### config.mk
export PLATFORM = sky130hd
export DESIGN_NAME = ncdf_mul
export DESIGN_NICKNAME = d
export VERILOG_FILES = /design/src/rtl/ncdf_pkg.sv /design/src/rtl/ncdf_cell.sv /design/src/rtl/ncdf_mul.sv
export SDC_FILE = /design/constraint.sdc
export NUM_CORES = 2
export LEC_CHECK = 0
export BUFFER_PORTS_ARGS = -buffer_cell sky130_fd_sc_hd__buf_2
export CAP_MARGIN = 20
export CORE_MARGIN = 2
export CORE_UTILIZATION = 55
export DETAILED_ROUTE_END_ITERATION = 10
export HOLD_SLACK_MARGIN = 0.05
export PLACE_DENSITY = 0.73
export SKIP_CTS_REPAIR_TIMING = 1
export SLEW_MARGIN = 20
export SYNTH_ARGS = -nofsm -noshare
export SYNTH_HDL_FRONTEND = slang
export SYNTH_SLANG_ARGS = --single-unit
### constraint.sdc
create_clock -name clk -period 27.9 [get_ports clk]
set_input_delay 2.79 -clock clk [delete_from_list [all_inputs] [get_ports clk]]
set_output_delay 2.79 -clock clk [all_outputs]
set_load 0.02 [all_outputs]
### src/rtl/ncdf_pkg.sv
`timescale 1ns / 1ps

package ncdf_pkg;

  // Multiplier chain geometry: 4 cells of 16-bit limbs, 64-bit operands
  localparam int LIMB_W = 16;
  localparam int NCELL  = 4;
  localparam int MUL_W  = LIMB_W * NCELL;

  // Fixed-point constants
  localparam logic [63:0] SAT_MAG   = 64'h3FFF_FFFF_FFFF_FFFF;
  localparam logic [31:0] SCALE_Q32 =
    32'((64'd39894228 * 64'd4294967296 + 64'd50000000) / 64'd100000000);
  localparam logic [15:0] QA_Q16 =
    16'((64'd68936564 * 64'd65536 + 64'd50000000) / 64'd100000000);
  localparam logic [17:0] QB_Q16 =
    18'((64'd250832137 * 64'd65536 + 64'd50000000) / 64'd100000000);
  localparam logic [15:0] QC_Q16 =
    16'((64'd93954765 * 64'd65536 + 64'd50000000) / 64'd100000000);
  localparam logic [16:0] HALF_Q16 = 17'd32768;
  localparam logic [16:0] ONE_Q16  = 17'd65536;

  // Request into the multiplier chain
  typedef struct packed {
    logic             start;
    logic [MUL_W-1:0] a;
    logic [MUL_W-1:0] b;
  } mul_req_t;

  // Full product {hi, lo} plus a one-cycle done strobe
  typedef struct packed {
    logic             done;
    logic [MUL_W:0]   hi;
    logic [MUL_W-1:0] lo;
  } mul_rsp_t;

endpackage

### src/rtl/ncdf_cell.sv
`timescale 1ns / 1ps

// One limb of the multiplier: holds a multiplicand limb and an accumulator limb.
module ncdf_cell import ncdf_pkg::*; (
  input  logic              clk,
  input  logic              load,
  input  logic              step,
  input  logic [LIMB_W-1:0] a_in,
  input  logic [LIMB_W-1:0] digit,
  input  logic [LIMB_W-1:0] limb_in,
  input  logic [LIMB_W:0]   carry_in,
  output logic [LIMB_W-1:0] sum_limb,
  output logic [LIMB_W-1:0] acc_q,
  output logic [LIMB_W:0]   carry_out
);

  localparam int SW = 2 * LIMB_W + 1;

  logic [LIMB_W-1:0] a_r;
  logic [LIMB_W-1:0] acc_r;
  logic [SW-1:0]     s;

  // limb product plus own accumulator plus carry from the lower neighbor
  assign s = SW'(a_r) * SW'(digit) + SW'(acc_r) + SW'(carry_in);
  assign sum_limb  = s[LIMB_W-1:0];
  assign carry_out = s[SW-1:LIMB_W];
  assign acc_q     = acc_r;

  // accumulator takes the upper neighbor's limb: shift down one limb per step
  always_ff @(posedge clk) begin
    if (load) begin
      a_r   <= a_in;
      acc_r <= '0;
    end else if (step) begin
      acc_r <= limb_in;
    end
  end

endmodule

### src/rtl/ncdf_mul.sv
`timescale 1ns / 1ps

// Digit-serial multiplier: a row of limb cells, one 16-bit digit of b per cycle.
module ncdf_mul import ncdf_pkg::*; (
  input  logic     clk,
  input  logic     rst_n,
  input  mul_req_t req,
  output mul_rsp_t rsp
);

  localparam int CW = $clog2(NCELL);

  logic [MUL_W-1:0]  b_r;
  logic [MUL_W-1:0]  lo_r;
  logic              top_r;
  logic [CW-1:0]     cnt_r;
  logic              busy_r;
  logic              done_r;

  logic [LIMB_W:0]   carry [0:NCELL];
  logic [LIMB_W-1:0] sum_limb [0:NCELL-1];
  logic [LIMB_W-1:0] acc_q [0:NCELL-1];
  logic [LIMB_W:0]   top_sum;

  assign carry[0] = '0;
  assign top_sum  = (LIMB_W+1)'(top_r) + carry[NCELL];

  // cell row
  for (genvar i = 0; i < NCELL; i++) begin : g_cell
    logic [LIMB_W-1:0] limb_in;
    if (i == NCELL - 1) begin : g_top
      assign limb_in = top_sum[LIMB_W-1:0];
    end else begin : g_mid
      assign limb_in = sum_limb[i+1];
    end

    ncdf_cell u_cell (
      .clk       (clk),
      .load      (req.start),
      .step      (busy_r),
      .a_in      (req.a[i*LIMB_W +: LIMB_W]),
      .digit     (b_r[LIMB_W-1:0]),
      .limb_in   (limb_in),
      .carry_in  (carry[i]),
      .sum_limb  (sum_limb[i]),
      .acc_q     (acc_q[i]),
      .carry_out (carry[i+1])
    );

    assign rsp.hi[i*LIMB_W +: LIMB_W] = acc_q[i];
  end

  assign rsp.hi[MUL_W] = top_r;
  assign rsp.lo        = lo_r;
  assign rsp.done      = done_r;

  // digit sequencing; low product limbs shift out into lo_r
  always_ff @(posedge clk) begin
    if (!rst_n) begin
      busy_r <= 1'b0;
      done_r <= 1'b0;
    end else begin
      done_r <= 1'b0;
      if (req.start) begin
        busy_r <= 1'b1;
        cnt_r  <= '0;
        b_r    <= req.b;
        top_r  <= 1'b0;
      end else if (busy_r) begin
        b_r   <= b_r >> LIMB_W;
        lo_r  <= {sum_limb[0], lo_r[MUL_W-1:LIMB_W]};
        top_r <= top_sum[LIMB_W];
        cnt_r <= CW'(cnt_r + 1'b1);
        if (cnt_r == CW'(NCELL - 1)) begin
          busy_r <= 1'b0;
          done_r <= 1'b1;
        end
      end
    end
  end

endmodule

After elaboration in Yosys (flattened, before gate mapping):

Cells that the tools add are included.
W data, S select, Z words.

* bits in registers: 261
* output and inout bits: 130
* word-level logic and storage cells: 43
* input port bits: 131

* bitwise operators: 3
* multiply operators: 4
* add/sub/neg operators: 9
* reduce and logical (&&, ||, !) cells: 4
* equal/unequal tests: 1
* muxes and demuxes: 8

Operator list (count)
* $add A32 B16 Y33: 4
* $mul A16 B16 Y32: 4
* $mux W64: 2
* $add A33 B17 Y33: 3
* $add A1 B17 Y17: 1
* $mux W1: 5
* $not A1 Y1: 3
* $reduce_and A3 Y1: 1
* $reduce_or A3 Y1: 1
* $add A2 B1 Y2 const B: 1
* $eq A2 B2 Y1 const B: 1
* $mux W2: 1
* $reduce_and A2 Y1: 1
* $reduce_bool A2 Y1: 1

Logic depth before layout (Yosys ltp):

* word-level depth: 7
* depth in mapped cells: 89
* depth with buffers taken out: 86

Hierarchy:

A second synthesis with hierarchy kept.

* cell total of the unflattened synthesis: 5111
* area total of the unflattened synthesis: 48551.6 um^2

Modules (own cells, without submodules)
* ncdf_cell (g_cell[1].u_cell ...): sequential area each 800.8 um^2, area an instance 10955.5 um^2, cells an instance 1223, instances 2
* ncdf_cell (g_cell[3].u_cell): sequential area each 800.8 um^2, area an instance 10867.9 um^2, cells an instance 1214, instances 1
* ncdf_cell (g_cell[0].u_cell): sequential area each 800.8 um^2, area an instance 10731.5 um^2, cells an instance 1193, instances 1
* ncdf_mul: sequential area each 3973.8 um^2, area an instance 5041.1 um^2, cells an instance 258, instances 1

Worst setup path after synthesis:

Ideal clock, no wire load.

* kind: register to register
* start point: register b_r[7]
* end point: register top_r (data pin)
* stages on the path, launching flop included: 79
* arrival: 20.453 ns
* buffers on the path: 3
* library setup time: 0.260 ns
* setup slack: 7.187 ns
* path through: edfxtp_1 clkbuf_1 clkbuf_1 nand2_1 fa_1 inv_1 fa_1 inv_1 fa_1 inv_1 fa_1 fa_1 inv_1 fa_1 inv_1 ha_1 and3_1 nand4_1 [... 43 more ...] inv_1 fa_1 inv_1 fa_1 fa_1 inv_1 ha_1 clkbuf_1 nand2_1 a2111oi_0 o21ai_0 nand2_1 xor2_1 ha_1 nand3_2 nor4_4 nand2_2 mux2_4

* cells in the longest elaborated chain, start to end: 7
* elaborated cells on any way between the ends: 13
* classes of those cells: add/sub (8); mul (4); mux (1)

Ends and longest elaborated chain
* start: declaration: line ncdf_mul.sv:13 `logic [MUL_W-1:0] b_r;`
* start signal: assignment: line ncdf_mul.sv:67 `b_r <= req.b;`
* start signal: assignment: line ncdf_mul.sv:70 `b_r <= b_r >> LIMB_W;`
* $mul A16 B16 Y32: line ncdf_cell.sv:24 `assign s = SW'(a_r) * SW'(digit) + SW'(acc_r) + SW'(carry_in);`
* $add A32 B16 Y33: line ncdf_cell.sv:24
* $add A33 B17 Y33 (2 in a row): line ncdf_cell.sv:24
* $add A33 B17 Y33 *: line ncdf_cell.sv:24
* $add A1 B17 Y17 *: line ncdf_mul.sv:26 `assign top_sum = (LIMB_W+1)'(top_r) + carry[NCELL];`
* $mux W1 *: line ncdf_mul.sv:69 `end else if (busy_r) begin`
* end signal: assignment: line ncdf_mul.sv:72 `top_r <= top_sum[LIMB_W];`
* end: declaration: line ncdf_mul.sv:15 `logic top_r;`

Mark *: on every way between the ends. The rest lies on a longest branch, timed or not. The select of a mux whose other input is x is not followed.
A chain may end at the register's enable or synchronous reset.

Worst setup path in the final report:

* start point: register b_r[2]
* end point: register top_r (data pin)

Same word-level chain as after synthesis.

==> flow_metrics.tcl <==
set metrics [dict create \
    cts_buffers 35 \
    synth_top_cell_by_area "fa_1" \
    crit_required_ps 28220 \
    wire_per_inst_um 19.5 \
    syn_inst 4774 \
    synthesis.nets 6237 \
    grt_antenna_before_repair 2 \
    seq_area_frac_synth 0.156 \
    path_clk_slew_ps 60 \
    fmax_mhz 42.2 \
    worstReg2RegStart "b_r[2]" \
    rrSetupSlack_ps 4190 \
    ys_types 77 \
    place.gp.congestion 0.925 \
    grt_max_degree 71 \
    ant_nets 0 \
    crit_fanout 64 \
    wl_um 117000 \
    syn_area_per_cell_um2 9.66 \
    synth_area_um2 46100 \
    min_path_cells 0 \
    netlist.area_leader.share 0.388 \
    ys_async_sr_fraction 0 \
    rsz0062_at_grt "false" \
    tns_ps 0 \
    vias 32800 \
    yosys_warnings 0 \
    setup_viol 0 \
    path_class "reg -> reg" \
    grt_use_total 0.282 \
    start_util 0.554 \
    layout.nets 6359 \
    period_minus_slack_ps 23710 \
    slew_headroom 0.345 \
    endpoint_kind "register" \
    insertion_delay_ps 590 \
    reg2regPathDepth 73 \
    dp_hpwl_um 91800 \
    place_inst 5939 \
    core_area_um2 83300 \
    drive_above_1_share 0.0845 \
    crit_top_cell "fa_1" \
    root_buffer "clkbuf_16" \
    syn2layout_area_growth_pct 7.11 \
    drt-initial-drc-count 1975 \
    worst_setup_path_start_kind "register" \
    report.final.slew_viol_count 0 \
    fin_crit_sh 0.850 \
    cpPeakStageDelay_ps 730 \
    final-hold-violation-count 0 \
    die_area_um2 86200 \
    die_w_um 294 \
    regToRegEndpoint "top_r" \
    grt_pass1_wl_um 189000 \
    vias_per_cell 5.47 \
    cpMaxStageDelayCell "o311ai_0" \
    ys.flop_type "edfxtp_1" \
    hold_path_end "lo_r[47]" \
    overflow 0 \
    status "completed" \
    final_common_cell "inv_1" \
    diodes 0 \
    synthTopCellsByArea "fa_1 39%, edfxtp_1 13%, ha_1 12%" \
    clock_path_buffers 3 \
    drc 0 \
    portBuffers 260 \
    fillers 7108 \
    fin_cells 6002 \
    htree_levels 2 \
    ys_ff_latch 261 \
    skew_ps 27.9 \
    grt_pass1_vias 35200 \
    tritoncts "yes" \
    synth_edf_count 195 \
    tightestPinTransition_ps 982 \
    layout_common_cells "1054 x inv_1, 895 x fa_1, 663 x nand2_1" \
    drt_pre_antenna_iters 5 \
    maxCapViolations 0 \
    die_height_um 294 \
    hold_class "reg -> reg" \
    hp-start "lo_r[63]" \
    worstPathArrival_ps 24030 \
    pin_count 261 \
    cts.sinks 261 \
    critPathLaunch "b_r[2]" \
    rows 106 \
]
[critical path, delay by kind of cell, from the launching register on]
kind / cells / cell delay, ps
AO/OA/AOI/OAI: 19 / 5700
XOR/XNOR: 4 / 1420
adder cells (fa/ha/maj): 25 / 11880
buffers and inverters: 11 / 1220
flip-flops: 1 / 320
multiplexers: 1 / 300
AND/OR/NAND/NOR: 13 / 2600
[logic make-up after synthesis]
group | Yosys count | share of synthesized area
xor+xnor | 108 | 0.0207
buf+inv | 1266 | 0.103
fa+ha+maj | 1332 | 0.507
mux | 89 | 0.0207
flops | 261 | 0.156
compound gates | 344 | 0.0483
simple gates | 1374 | 0.144
[worst max-delay path by stage]
stage,end,slack [ps],cells past startpoint
floorplan,top_r,7190,78
global placement,top_r,4700,73
detailed placement,top_r,4360,73
CTS,top_r,4300,73
global route,top_r,2990,72
finish,top_r,4190,73
[layer usage]
| metal | wire [um] | part of all wire | global-route usage | vias to the layer above |
|---|---|---|---|---|
| li1 | - | - | - | 14700 |
| met1 | 45000 | 0.38 | 0.348 | 16800 |
| met2 | 60900 | 0.52 | 0.509 | 1072 |
| met3 | 6380 | 0.055 | 0.0324 | 249 |
| met4 | 4770 | 0.041 | 0.106 | 0 |
| met5 | 0 | 0 | 0 | - |
[area by class of cell]
type | instances | area [um^2] | area share
tap | 1080 | 1350 | 0.0274
clock inverter | 21 | 208 | 0.00420
timing repair buffer | 297 | 1590 | 0.0321
inverter | 1054 | 3960 | 0.0801
sequential | 261 | 7180 | 0.145
clock buffer | 42 | 922 | 0.0187
multi-input combinational | 3247 | 34200 | 0.692
[registers in the layout, summed over array words and instances (netlist names)]
name / cells
g_cell.u_cell.a_r: 64
top_r: 1
g_cell.u_cell.acc_q: 64
lo_r: 64
done_r: 1
busy_r: 1
cnt_r: 2
b_r: 64
[stage by stage]
step           utilization  instance area, um^2  hold slack [ps]  worst slack, ps
4_1_cts              0.593                49400              439             4300
6_report             0.593                49400              440             4190
3_3_place_gp         0.580                48300              424             4700
2_1_floorplan            -                46100              525             7190
5_1_grt              0.593                49400              450             2990
3_5_place_dp         0.580                48300              428             4360
[Yosys cell counts (8+ instances only)]
cell and instances:
o21ai_0 51, edfxtp_1 195, buf_1 12, mux2i_1 40, nor2b_1 21, xor2_1 40, or3_1 13, nor2_1 114
nand3_1 25, xnor2_1 67, a31oi_1 9, o211ai_1 8, nand4_1 8, mux2_2 48, nand2_1 663, a211oi_1 20
fa_1 895, o21bai_1 10, inv_1 1054, ha_1 437, nand2b_1 14, clkbuf_1 195, dfxtp_1 66, and3_1 16
nor3_1 26, o21a_1 21, and2_1 445, a21oi_1 114, a21o_1 62
Power is not shown: default switching activity piles up to over one toggle a cycle in this logic, so the estimate is an artifact.
